### src/design/lsr_pkg.sv
// ----------------------------------------------------------------------------
// lsr_pkg: shared types and constants for the LIFO stack with search/remove
// Operation codes, result-select codes, and the command, status and
// result structures passed between the controller, datapath and response buffer.
// ----------------------------------------------------------------------------
package lsr_pkg;

   localparam int LSR_STACK_DEPTH = 64;
   localparam int LSR_WORD_W      = 32;
   localparam int LSR_CNT_OUT_W   = 7;

   typedef enum logic [1:0] {
      MODE_PUSH   = 2'd0,
      MODE_POP    = 2'd1,
      MODE_SEARCH = 2'd2,
      MODE_CLEAR  = 2'd3
   } mode_type;

   typedef enum logic [1:0] {
      RES_ACCEPT = 2'd0,
      RES_POP    = 2'd1,
      RES_SEARCH = 2'd2
   } res_sel_type;

   typedef enum logic [1:0] {
      ST_IDLE   = 2'd0,
      ST_POP    = 2'd1,
      ST_SEARCH = 2'd2
   } state_type;

   typedef struct packed {
      logic        start;
      mode_type    mode;
      logic        scan;
      res_sel_type sel;
   } cmd_type;

   typedef struct packed {
      logic empty;
      logic scan_done;
   } status_type;

   typedef struct packed {
      logic signed [LSR_WORD_W-1:0]    popped_value;
      logic                            found;
      logic        [LSR_CNT_OUT_W-1:0] position;
      logic        [LSR_CNT_OUT_W-1:0] entry_total;
      logic                            fault;
   } result_type;

endpackage

### src/design/lsr_ctrl.sv
// ----------------------------------------------------------------------------
// lsr_ctrl: operation sequencer
// Accepts request beats, starts each operation in the datapath, steps the
// search walk and signals when a result beat is ready for the response buffer.
// ----------------------------------------------------------------------------
module lsr_ctrl
   import lsr_pkg::*;
(
   input  logic       clock,
   input  logic       reset,
   input  logic       req_valid,
   output logic       req_ready,
   input  logic [1:0] req_mode,
   input  status_type status,
   input  logic       hold_full,
   output cmd_type    cmd,
   output logic       res_fire
);

   state_type state_ff;
   state_type state_in;
   mode_type  mode;
   logic      accept;

   assign mode   = mode_type'(req_mode);
   assign accept = req_valid && req_ready;

   always_ff @(posedge clock) begin
      if (reset) begin
         state_ff <= ST_IDLE;
      end else begin
         state_ff <= state_in;
      end
   end

   always_comb begin
      state_in  = state_ff;
      req_ready = 1'b0;
      res_fire  = 1'b0;
      cmd.start = 1'b0;
      cmd.mode  = mode;
      cmd.scan  = 1'b0;
      cmd.sel   = RES_ACCEPT;
      unique case (state_ff)
         ST_IDLE: begin
            req_ready = !hold_full;
            if (accept) begin
               cmd.start = 1'b1;
               unique case (mode)
                  MODE_PUSH, MODE_CLEAR: begin
                     res_fire = 1'b1;
                  end
                  MODE_POP: begin
                     // empty pop answers at once with a fault
                     if (status.empty) begin
                        res_fire = 1'b1;
                     end else begin
                        state_in = ST_POP;
                     end
                  end
                  MODE_SEARCH: begin
                     state_in = ST_SEARCH;
                  end
               endcase
            end
         end
         ST_POP: begin
            cmd.sel  = RES_POP;
            res_fire = 1'b1;
            state_in = ST_IDLE;
         end
         ST_SEARCH: begin
            cmd.sel  = RES_SEARCH;
            cmd.scan = 1'b1;
            if (status.scan_done) begin
               res_fire = 1'b1;
               state_in = ST_IDLE;
            end
         end
         default: begin
            state_in = ST_IDLE;
         end
      endcase
   end

endmodule

### src/design/lsr_datapath.sv
// ----------------------------------------------------------------------------
// lsr_datapath: stack storage, entry count and search/compaction walk
// The walk reads bottom-up one entry per cycle and writes survivors down to
// the keep index, so the order of the survivors is preserved in place.
// ----------------------------------------------------------------------------
module lsr_datapath
   import lsr_pkg::*;
#(
   parameter int STACK_DEPTH = LSR_STACK_DEPTH
)
(
   input  logic                         clock,
   input  logic                         reset,
   input  cmd_type                      cmd,
   input  logic signed [LSR_WORD_W-1:0] req_value,
   output status_type                   status,
   output result_type                   result
);

   localparam int ADDR_W = $clog2(STACK_DEPTH);
   localparam int CNT_W  = $clog2(STACK_DEPTH + 1);

   logic [LSR_WORD_W-1:0] stack_mem [STACK_DEPTH];

   logic [CNT_W-1:0]      count_ff, count_in;
   logic [LSR_WORD_W-1:0] key_ff, key_in;
   logic [CNT_W-1:0]      scan_ff, scan_in;
   logic [CNT_W-1:0]      keep_ff, keep_in;
   logic [CNT_W-1:0]      first_keep_ff, first_keep_in;
   logic                  found_ff, found_in;
   logic                  cmp_valid_ff, cmp_valid_in;
   logic [LSR_WORD_W-1:0] rd_data_ff;

   logic                  wr_en;
   logic [ADDR_W-1:0]     wr_addr;
   logic [LSR_WORD_W-1:0] wr_data;
   logic [ADDR_W-1:0]     rd_addr;
   logic [CNT_W-1:0]      count_dec;
   logic                  full;
   logic                  empty;
   logic                  scan_done;
   logic [CNT_W-1:0]      pos_cnt;
   logic [CNT_W+LSR_CNT_OUT_W-1:0] total_wide;
   logic [CNT_W+LSR_CNT_OUT_W-1:0] pos_wide;

   assign count_dec = count_ff - 1'b1;
   assign full      = (count_ff == CNT_W'(STACK_DEPTH));
   assign empty     = (count_ff == '0);
   assign scan_done = (scan_ff == count_ff) && !cmp_valid_ff;

   assign status.empty     = empty;
   assign status.scan_done = scan_done;

   always_ff @(posedge clock) begin
      if (wr_en) begin
         stack_mem[wr_addr] <= wr_data;
      end
      rd_data_ff <= stack_mem[rd_addr];
   end

   always_ff @(posedge clock) begin
      if (reset) begin
         count_ff     <= '0;
         cmp_valid_ff <= 1'b0;
      end else begin
         count_ff     <= count_in;
         cmp_valid_ff <= cmp_valid_in;
      end
   end

   always_ff @(posedge clock) begin
      key_ff        <= key_in;
      scan_ff       <= scan_in;
      keep_ff       <= keep_in;
      first_keep_ff <= first_keep_in;
      found_ff      <= found_in;
   end

   always_comb begin
      count_in      = count_ff;
      key_in        = key_ff;
      scan_in       = scan_ff;
      keep_in       = keep_ff;
      first_keep_in = first_keep_ff;
      found_in      = found_ff;
      cmp_valid_in  = 1'b0;
      wr_en         = 1'b0;
      wr_addr       = keep_ff[ADDR_W-1:0];
      wr_data       = rd_data_ff;
      rd_addr       = scan_ff[ADDR_W-1:0];

      if (cmd.start) begin
         unique case (cmd.mode)
            MODE_PUSH: begin
               if (!full) begin
                  wr_en    = 1'b1;
                  wr_addr  = count_ff[ADDR_W-1:0];
                  wr_data  = req_value;
                  count_in = count_ff + 1'b1;
               end
            end
            MODE_POP: begin
               if (!empty) begin
                  rd_addr  = count_dec[ADDR_W-1:0];
                  count_in = count_dec;
               end
            end
            MODE_SEARCH: begin
               key_in        = req_value;
               scan_in       = '0;
               keep_in       = '0;
               first_keep_in = '0;
               found_in      = 1'b0;
            end
            MODE_CLEAR: begin
               count_in = '0;
            end
         endcase
      end

      // issue the next read of the walk
      if (cmd.scan && (scan_ff != count_ff)) begin
         cmp_valid_in = 1'b1;
         scan_in      = scan_ff + 1'b1;
      end

      // compare the entry read last cycle: move survivors down, note the first hit
      if (cmp_valid_ff) begin
         if (rd_data_ff != key_ff) begin
            wr_en   = 1'b1;
            keep_in = keep_ff + 1'b1;
         end else if (!found_ff) begin
            found_in      = 1'b1;
            first_keep_in = keep_ff;
         end
      end

      if (cmd.scan && scan_done) begin
         count_in = keep_ff;
      end
   end

   // survivors above the deepest match, plus one
   assign pos_cnt    = keep_ff - first_keep_ff + 1'b1;
   assign total_wide = {{LSR_CNT_OUT_W{1'b0}}, count_in};
   assign pos_wide   = {{LSR_CNT_OUT_W{1'b0}}, pos_cnt};

   always_comb begin
      result              = '0;
      result.entry_total  = total_wide[LSR_CNT_OUT_W-1:0];
      unique case (cmd.sel)
         RES_ACCEPT: begin
            result.fault = ((cmd.mode == MODE_PUSH) && full) ||
                           ((cmd.mode == MODE_POP) && empty);
         end
         RES_POP: begin
            result.popped_value = rd_data_ff;
         end
         RES_SEARCH: begin
            result.found    = found_ff;
            result.position = found_ff ? pos_wide[LSR_CNT_OUT_W-1:0] : '0;
         end
         default: begin
            result.fault = 1'b0;
         end
      endcase
   end

   a_count_bound: assert property (@(posedge clock) disable iff (reset)
      count_ff <= CNT_W'(STACK_DEPTH))
      else $error("entry count exceeds stack depth");

   a_keep_behind_scan: assert property (@(posedge clock) disable iff (reset)
      cmp_valid_ff |-> (keep_ff < scan_ff))
      else $error("compaction write would overtake the read index");

   a_no_start_mid_walk: assert property (@(posedge clock) disable iff (reset)
      cmd.start |-> !cmp_valid_ff)
      else $error("new operation started while a compare is in flight");

endmodule

### src/design/lsr_resp_buf.sv
// ----------------------------------------------------------------------------
// lsr_resp_buf: response output register with one skid entry
// Lets the sequencer finish an operation while the previous response beat is
// still waiting for the consumer.
// ----------------------------------------------------------------------------
module lsr_resp_buf
   import lsr_pkg::*;
(
   input  logic                            clock,
   input  logic                            reset,
   input  logic                            res_fire,
   input  result_type                      result,
   output logic                            hold_full,
   output logic                            rsp_valid,
   input  logic                            rsp_ready,
   output logic signed [LSR_WORD_W-1:0]    rsp_popped_value,
   output logic                            rsp_found,
   output logic        [LSR_CNT_OUT_W-1:0] rsp_position,
   output logic        [LSR_CNT_OUT_W-1:0] rsp_entry_total,
   output logic                            rsp_fault
);

   logic       out_valid_ff, out_valid_in;
   logic       hold_valid_ff, hold_valid_in;
   result_type out_ff, out_in;
   result_type hold_ff, hold_in;
   logic       slot_free;

   assign slot_free = !out_valid_ff || rsp_ready;

   always_ff @(posedge clock) begin
      if (reset) begin
         out_valid_ff  <= 1'b0;
         hold_valid_ff <= 1'b0;
      end else begin
         out_valid_ff  <= out_valid_in;
         hold_valid_ff <= hold_valid_in;
      end
   end

   always_ff @(posedge clock) begin
      out_ff  <= out_in;
      hold_ff <= hold_in;
   end

   always_comb begin
      out_valid_in  = out_valid_ff;
      hold_valid_in = hold_valid_ff;
      out_in        = out_ff;
      hold_in       = hold_ff;
      if (hold_valid_ff) begin
         // drain the skid entry first
         if (slot_free) begin
            out_in        = hold_ff;
            out_valid_in  = 1'b1;
            hold_valid_in = 1'b0;
         end
      end else if (res_fire) begin
         if (slot_free) begin
            out_in       = result;
            out_valid_in = 1'b1;
         end else begin
            hold_in       = result;
            hold_valid_in = 1'b1;
         end
      end else if (rsp_ready) begin
         out_valid_in = 1'b0;
      end
   end

   assign hold_full        = hold_valid_ff;
   assign rsp_valid        = out_valid_ff;
   assign rsp_popped_value = out_ff.popped_value;
   assign rsp_found        = out_ff.found;
   assign rsp_position     = out_ff.position;
   assign rsp_entry_total  = out_ff.entry_total;
   assign rsp_fault        = out_ff.fault;

   a_fire_needs_room: assert property (@(posedge clock) disable iff (reset)
      res_fire |-> !hold_valid_ff)
      else $error("result produced while skid entry is occupied");

   a_hold_behind_out: assert property (@(posedge clock) disable iff (reset)
      hold_valid_ff |-> out_valid_ff)
      else $error("skid entry holds data while output register is empty");

endmodule

### src/design/lifo_stack_search_remove.sv
// ----------------------------------------------------------------------------
// lifo_stack_search_remove: bounded LIFO stack with search-and-remove
// Top level: sequencer, datapath with stack memory, and response buffer.
// ----------------------------------------------------------------------------
// Each request beat carries one operation and yields exactly one response beat.
// Push, clear and pop on an empty stack are answered in the cycle they are
// accepted; a pop answers from the ST_POP state, once the stack memory's
// registered read port has delivered the top entry. Search and remove walks
// the entries held: it reads one entry a cycle through that same port,
// compares it with the key in the next cycle and writes each survivor down
// in place, so the entries keep their order. A push on a full stack and a
// pop on an empty one leave the stack as it is and set rsp_fault. A finished
// response waits in a one-entry skid buffer, so the next request beat is
// taken while the previous response beat is still pending.
// ----------------------------------------------------------------------------
module lifo_stack_search_remove
   import lsr_pkg::*;
#(
   parameter int STACK_DEPTH = LSR_STACK_DEPTH
)
(
   input  logic                            clock,
   input  logic                            reset,
   input  logic                            req_valid,
   output logic                            req_ready,
   input  logic        [1:0]               req_mode,
   input  logic signed [LSR_WORD_W-1:0]    req_value,
   output logic                            rsp_valid,
   input  logic                            rsp_ready,
   output logic signed [LSR_WORD_W-1:0]    rsp_popped_value,
   output logic                            rsp_found,
   output logic        [LSR_CNT_OUT_W-1:0] rsp_position,
   output logic        [LSR_CNT_OUT_W-1:0] rsp_entry_total,
   output logic                            rsp_fault
);

   cmd_type    cmd;
   status_type status;
   result_type result;
   logic       res_fire;
   logic       hold_full;

   lsr_ctrl u_ctrl (
      .clock     (clock),
      .reset     (reset),
      .req_valid (req_valid),
      .req_ready (req_ready),
      .req_mode  (req_mode),
      .status    (status),
      .hold_full (hold_full),
      .cmd       (cmd),
      .res_fire  (res_fire)
   );

   lsr_datapath #(
      .STACK_DEPTH (STACK_DEPTH)
   ) u_datapath (
      .clock     (clock),
      .reset     (reset),
      .cmd       (cmd),
      .req_value (req_value),
      .status    (status),
      .result    (result)
   );

   lsr_resp_buf u_resp_buf (
      .clock            (clock),
      .reset            (reset),
      .res_fire         (res_fire),
      .result           (result),
      .hold_full        (hold_full),
      .rsp_valid        (rsp_valid),
      .rsp_ready        (rsp_ready),
      .rsp_popped_value (rsp_popped_value),
      .rsp_found        (rsp_found),
      .rsp_position     (rsp_position),
      .rsp_entry_total  (rsp_entry_total),
      .rsp_fault        (rsp_fault)
   );

endmodule

### config.mk
export PLATFORM = sky130hd
export DESIGN_NAME = lifo_stack_search_remove
export DESIGN_NICKNAME = d
export VERILOG_FILES = /design/src/design/lsr_pkg.sv /design/src/design/lsr_ctrl.sv /design/src/design/lsr_datapath.sv /design/src/design/lsr_resp_buf.sv /design/src/design/lifo_stack_search_remove.sv
export SDC_FILE = /design/constraint.sdc
export NUM_CORES = 2
export LEC_CHECK = 0
export BUFFER_PORTS_ARGS = -buffer_cell sky130_fd_sc_hd__buf_2
export CELL_PAD_IN_SITES_DETAIL_PLACEMENT = 0
export CELL_PAD_IN_SITES_GLOBAL_PLACEMENT = 2
export CORE_MARGIN = 5
export CORE_UTILIZATION = 40
export CTS_CLUSTER_DIAMETER = 80
export DETAILED_ROUTE_END_ITERATION = 8
export GPL_TIMING_DRIVEN = 0
export PLACE_DENSITY_LB_ADDON = 0.05
export SETUP_SLACK_MARGIN = 0.2
export SLEW_MARGIN = 40
export SYNTH_ARGS = -nofsm -noshare
export SYNTH_HDL_FRONTEND = slang
export SYNTH_SLANG_ARGS = --single-unit
### constraint.sdc
create_clock -name clock -period 11.35 [get_ports clock]
set_input_delay 0 -clock clock [delete_from_list [all_inputs] [get_ports clock]]
set_output_delay 0 -clock clock [all_outputs]
set_load 0.02 [all_outputs]
Word-level counts from Yosys, hierarchy flattened
Memory sizes are Yosys's and may differ from the RTL's. A register that Yosys moved wholly into a read port is not among the register bits.
Cells that the tools add are included.

cells by class
  $add $sub $neg = 6
  equality and inequality tests = 15
  bitwise logic cells = 2
  muxes and demuxes = 69
  reduce and logical (&&, ||, !) cells = 25

operator list
  kind                   count
  $mux W48               4
  $mux W32               4
  $mux W7                17
  $mux W6                6
  $ne A32 B32 Y1         1
  $add A7 B1 Y7 const B  4
  $mux W1                28
  $pmux W7 S3            1
  $pmux W2 S2            3
  $eq A2 B2 Y1 const B   4
  $mux W8                1
  $eq A7 B7 Y1           1
  $eq A7 B7 Y1 const B   1
  $logic_not A7 Y1       1
  $ne A7 B7 Y1           1
  $sub A7 B1 Y7 const B  1
  $sub A7 B7 Y7          1
  $eq A2 B1 Y1 const B   3
  $logic_and A1 B1 Y1    6
  $logic_not A2 Y1       3
  $mux W2                3
  $reduce_and A2 Y1      3
  $reduce_bool A2 Y1     3
  $ne A2 B1 Y1 const B   2
  other kinds (11)       15

storage, ports and cells
  bits of input ports = 38
  logic and storage cells = 138
  flip-flop bits (word level) = 162
  memories = 1
  output and inout port bits = 50
  memory bits (writable) = 2048

memories
  memory                words  bits a word  rd ports  clocked after Yosys merged registers in  write ports  RTL line            RTL
  u_datapath.stack_mem  64     32           1         1                                        1            lsr_datapath.sv:23  logic [LSR_WORD_W-1:0] stack_mem [STACK_DEPTH];

Longest topological paths before layout
  depth after elaboration = 10
  gate-level depth with buffers = 17
  mapped depth without buffers = 12

Modules after synthesis
From an unflattened synthesis, not the netlist that was laid out.

second synthesis, totals
  cell total of the unflattened synthesis = 6259
  area, all modules = 88491.1 um^2

by module, submodules not included
  module        area an instance (um^2)  cells each  times used  sequential area each (um^2)
  lsr_datapath  84509.8                  6079        1           63771.2
  lsr_resp_buf  3781.1                   158         1           2922.8
  lsr_ctrl      200.2                    22          1           40.0

Worst setup path after synthesis
Ideal clock, no wire load.

  path kind = register to register
  from = register u_datapath.count_ff[0]
  to = register u_resp_buf.hold_ff[0] (netlist name) (enable)
  library setup time = 523 ps
  setup slack = 4823 ps
  period minus slack after synthesis = 6527 ps
  required time = 10827 ps
  path buffers = 4
  arrival time = 6004 ps
  cell stages (with the launch flop) = 13
  path through = dfxtp_1 -> clkbuf_1 -> inv_2 -> clkbuf_1 -> clkbuf_1 -> ha_1 -> nand2b_1 -> buf_2 -> or3_1 -> a21oi_1 -> nor3_1 -> nor2_1 -> nor3b_1

between the ends
  cells in the longest elaborated chain, start to end = 6
  elaborated cells between the ends (all ways) = 9
  those cells by class = eq/ne: 1; mux: 5; reduce/logical: 3

RTL lines
  what                                    RTL line            RTL
  start, declared                         lsr_datapath.sv:25  logic [CNT_W-1:0] count_ff, count_in;
  start signal, assigned                  lsr_datapath.sv:66  count_ff <= count_in;
  $logic_not A7 Y1                        lsr_datapath.sv:48  assign empty = (count_ff == '0);
  $mux W1                                 lsr_ctrl.sv:55      if (status.empty) begin
  $pmux W1 S2                             lsr_ctrl.sv:49      unique case (mode)
  $mux W1                                 lsr_ctrl.sv:47      if (accept) begin
  $pmux W1 S3 (*)                         lsr_ctrl.sv:44      unique case (state_ff)
  $reduce_and A3 Y1 (no source line) (*)  n/a
  end signal, assigned                    lsr_resp_buf.sv:43  hold_ff <= hold_in;
  end, declared                           lsr_resp_buf.sv:26  result_type hold_ff, hold_in;

Every way passes the cells marked *; elsewhere a longest branch is shown, timed or not.
A chain may end at the register's enable or synchronous reset.

Final worst setup path
  from = register u_datapath.count_ff[0]
  to = register u_datapath.rd_data_ff[16], read port of u_datapath.stack_mem

between the ends
  cells in the longest elaborated chain, start to end = 4
  elaborated cells between the ends (all ways) = 5
  those cells by class = add/sub: 1; mux: 3; reduce/logical: 1

RTL lines
  what                                               RTL line                                RTL
  $sub A7 B1 Y7 or $logic_not A7 Y1 (tied branches)  lsr_datapath.sv:46, lsr_datapath.sv:48
  $mux W6 (*)                                        lsr_datapath.sv:103                     if (!empty) begin
  $mux W6 (*)                                        lsr_datapath.sv:93                      unique case (cmd.mode)
  $mux W6 (*)                                        lsr_datapath.sv:92                      if (cmd.start) begin
  end, declared                                      lsr_datapath.sv:32                      logic [LSR_WORD_W-1:0] rd_data_ff;

Marks and branches as above.

==> flow_summary.ini <==
[detailed_routing]
vias = 75547
wl_um = 429000
route.detailed.drc = 0
viasPerCell = 6.07
antenna_left = 0
drtIter0Drc = 11372
dr.pass1.iters = 8
wl_per_cell_um = 34.4

[place]
dpl.cell_count = 11890
place_ws_ns = 3.75
dp_hpwl_um = 313000
routabilityCongestion = 0.972
io_buffers = 87

[clock_network]
clk_latency_ns = 0.94
cts_made_buffers = 274
cts-resized-gates = 0
cts_tree = built
cts-root-buf = clkbuf_16
htree_levels = 5
cts_num_sinks = 2242
clk_pin_slew_worst_paths_ns = 0.06
cts_max_path_buffers = 4

[timing]
rsz0062_at_grt = false
fmax_mhz = 126
post-route-period-util_pct = 69.7
finalMaxSlewViolations = 0
setup_ws_ns = 3.44
final.min_clock_period_ns = 7.91
slew_headroom_pct = 33.7
hold_viol_final = 0
whs_ns = 0.0921
setup_viol = 0
tns_ns = 0
skew_ns = 0.0638
tightest_slew_ns = 0.994

[final_layout]
final_common_cell = nand2_1
area_delta_synth_final_pct = 20.7
final_cell_mix = nand2_1, edfxtp_1, a21oi_1, o21ai_0, clkbuf_1
finalNonFillerCells = 12454
seq_area_um2 = 66700
multi_input_area_um2 = 28800
drive_gt1_share_pct = 12.4
fillerInstances = 21228
fin_nets = 9128

[floorplanning]
rows = 180
initial_utilization_pct = 40.3
io_pins = 88
die_w_um = 502
dieArea_um2 = 252000
core_area_um2 = 241000
die_height_um = 502

[critical_path]
cp_max_fo = 11
worst_r2r_startpoint = u_datapath.count_ff[0]
cp-end-kind = flip-flop
r2r_slack_ns = 3.44
cp.arrival_ns = 8.39
r2r_cells = 18
setup.worst_path.start = u_datapath.count_ff[0]
crit_end = u_datapath.rd_data_ff[16]
path_class = reg2reg
cp_data_required_time_ns = 11.82
r2r-end = u_datapath.rd_data_ff[16]
critPathLaunchType = flip-flop

[power_and_ir_drop]
switchingPower_mw = 8.32
p_int_mw = 16.4
seq_power_share_pct = 42.2
p_comb_share_pct = 24.5
power.leakage_nw = 40.1
p_clk_share_pct = 33.3
pwr_density_cell_nw_per_um2 = 211
p_sw_share_pct = 33.7
ir_drop_v = 0.000145

[logic_synthesis]
avgSynthCellArea_um2 = 11.6
synthTopCellsByArea = edfxtp_1, nand2_1, a21oi_1
synth_nets = 8421
syn-instance-count = 8358
seq_area_frac_synth_pct = 68.8
yosys.area.top_type = edfxtp_1
synth_top_area_share_pct = 67.6
ys_ff_latch = 2242
async_flop_share_pct = 0
ys_types = 74
yosys_warnings = 0
synth_edf_count = 2183
synthesis.area_um2 = 97000
synthFlopType = edfxtp_1

[flow_run]
cap_violations = 0

[global_route]
grt_max_degree = 42
overflow = 0
antenna_found_initial = 45
track_usage_pct = 33.0
grt_first_pass_wirelength_um = 574000
grt_pass1_vias = 69161

[status]
status = complete, no violations

[worst_hold_path]
min_path_type = in2reg
==> through the flow <==
step	instance area (um^2)	total power [mW]	util, %
final	117000	24.7	48.6
after global placement	101000	16.0	42.1
after floorplan	97000	12.8	-
after detailed placement	108000	16.4	44.8
after global routing	117000	25.2	48.6
after CTS	117000	24.6	48.5
==> cell families after synthesis <==
family	Yosys count	share of synthesized area, %
adder cells (fa/ha/maj)	25	0.330
multiplexers	276	2.92
AND/OR/NAND/NOR	3066	12.4
flip-flops	2242	68.8
AO/OA/AOI/OAI	2065	12.3
XOR/XNOR	52	0.469
buffers and inverters	632	2.75
==> worst min-delay path by stage <==
stage	cells past startpoint	start	slack, ns	to
6_report	4	req_value[15]	0.09	u_datapath.stack_mem[50][15]
5_1_grt	4	req_value[24]	0.08	u_datapath.stack_mem[55][24]
4_1_cts	4	req_value[24]	0.06	u_datapath.stack_mem[55][24]
3_5_place_dp	1	req_value[6]	0.21	u_datapath.key_ff[6]
3_3_place_gp	1	req_value[16]	0.22	u_datapath.key_ff[16]
2_1_floorplan	1	reset	0.07	u_datapath.count_ff[2]
==> cells in the mapped netlist (3+ instances only) <==
cell type / n
o21ai_0: 438
mux2_2: 41
nand3_1: 119
o21ai_2: 3
buf_6: 8
clkbuf_1: 408
nor2_1: 97
a21oi_1: 976
o2111ai_1: 33
mux2i_1: 232
xnor2_1: 22
and3_1: 3
buf_1: 9
nor2b_1: 8
dfxtp_1: 59
nand2_1: 2704
o21ai_1: 73
o31ai_1: 12
o22ai_1: 6
nand4_1: 38
nor3_1: 13
a31oi_1: 231
edfxtp_1: 2183
inv_1: 37
ha_1: 24
nor4_1: 12
nand2b_1: 12
nand3b_1: 5
o21a_1: 3
o211ai_1: 5
a32oi_1: 96
a21o_1: 3
a22oi_1: 34
buf_4: 12
buf_2: 154
nor3b_1: 3
and2_1: 34
a41oi_1: 98
or3_1: 9
xor2_1: 30
a222oi_1: 32
==> area by class of cell <==
cell class              count  share of cell area, %
multi-input cells        5484                   24.6
plain buffers             592                   2.22
inverters                  40                  0.128
flip-flops and latches   2242                   57.0
well taps                3185                   3.40
diodes                     17                 0.0363
repair buffers            431                   5.64
clock inverters           106                  0.696
clock buffers             357                   6.26
==> power groups by stage <==
stage          sequential [mW]  combinational, mW  clock (mW)
2_1_floorplan             10.6               2.14           0
5_1_grt                   10.4               6.12        8.65
4_1_cts                   10.4               5.87        8.30
6_report                  10.4               6.05        8.23
3_5_place_dp              10.6               5.83           0
3_3_place_gp              10.9               5.08           0
==> layer usage <==
| layer | vias to the layer above | part of all wire [%] | GRT usage, % |
|---|---|---|---|
| li1 | 31983 | - | - |
| met1 | 38394 | 41 | 45.2 |
| met2 | 4365 | 44 | 49.5 |
| met3 | 775 | 11 | 8.48 |
| met4 | 30 | 5.2 | 14.7 |
| met5 | - | 0.075 | 0 |
==> critical path: stages (launching register included) <==
cell	delay [ns]
dfxtp_1	0.36
clkbuf_1	0.41
inv_2	0.35
clkbuf_2	0.32
buf_16	0.22
clkbuf_2	0.45
ha_1	0.44
nand2b_1	0.09
buf_2	0.23
o21a_4	0.22
buf_6	0.18
buf_2	0.56
buf_2	0.64
buf_2	0.37
a21oi_1	0.06
o21ai_0	0.47
a41oi_1	0.50
a31oi_1	0.70
nand4_1	0.88
==> sequential cells by signal, summed over array words and instances, names as in the netlist, 32 cells and up <==
register / cells
u_datapath.key_ff: 32
u_datapath.rd_data_ff: 32
u_datapath.stack_mem: 2048
u_resp_buf.hold_ff: 48
u_resp_buf.rsp_popped_value: 32
==> what timing repair did <==
| item | CTS | global route |
|---|---|---|
| setup endpoints to repair | 0 | 0 |
| endpoints found under the hold margin | 1340 | 0 |
| hold buffers | 73 | 0 |
| setup buffers | 0 | 0 |
No activity file was read; power rests on OpenSTA's default activity.
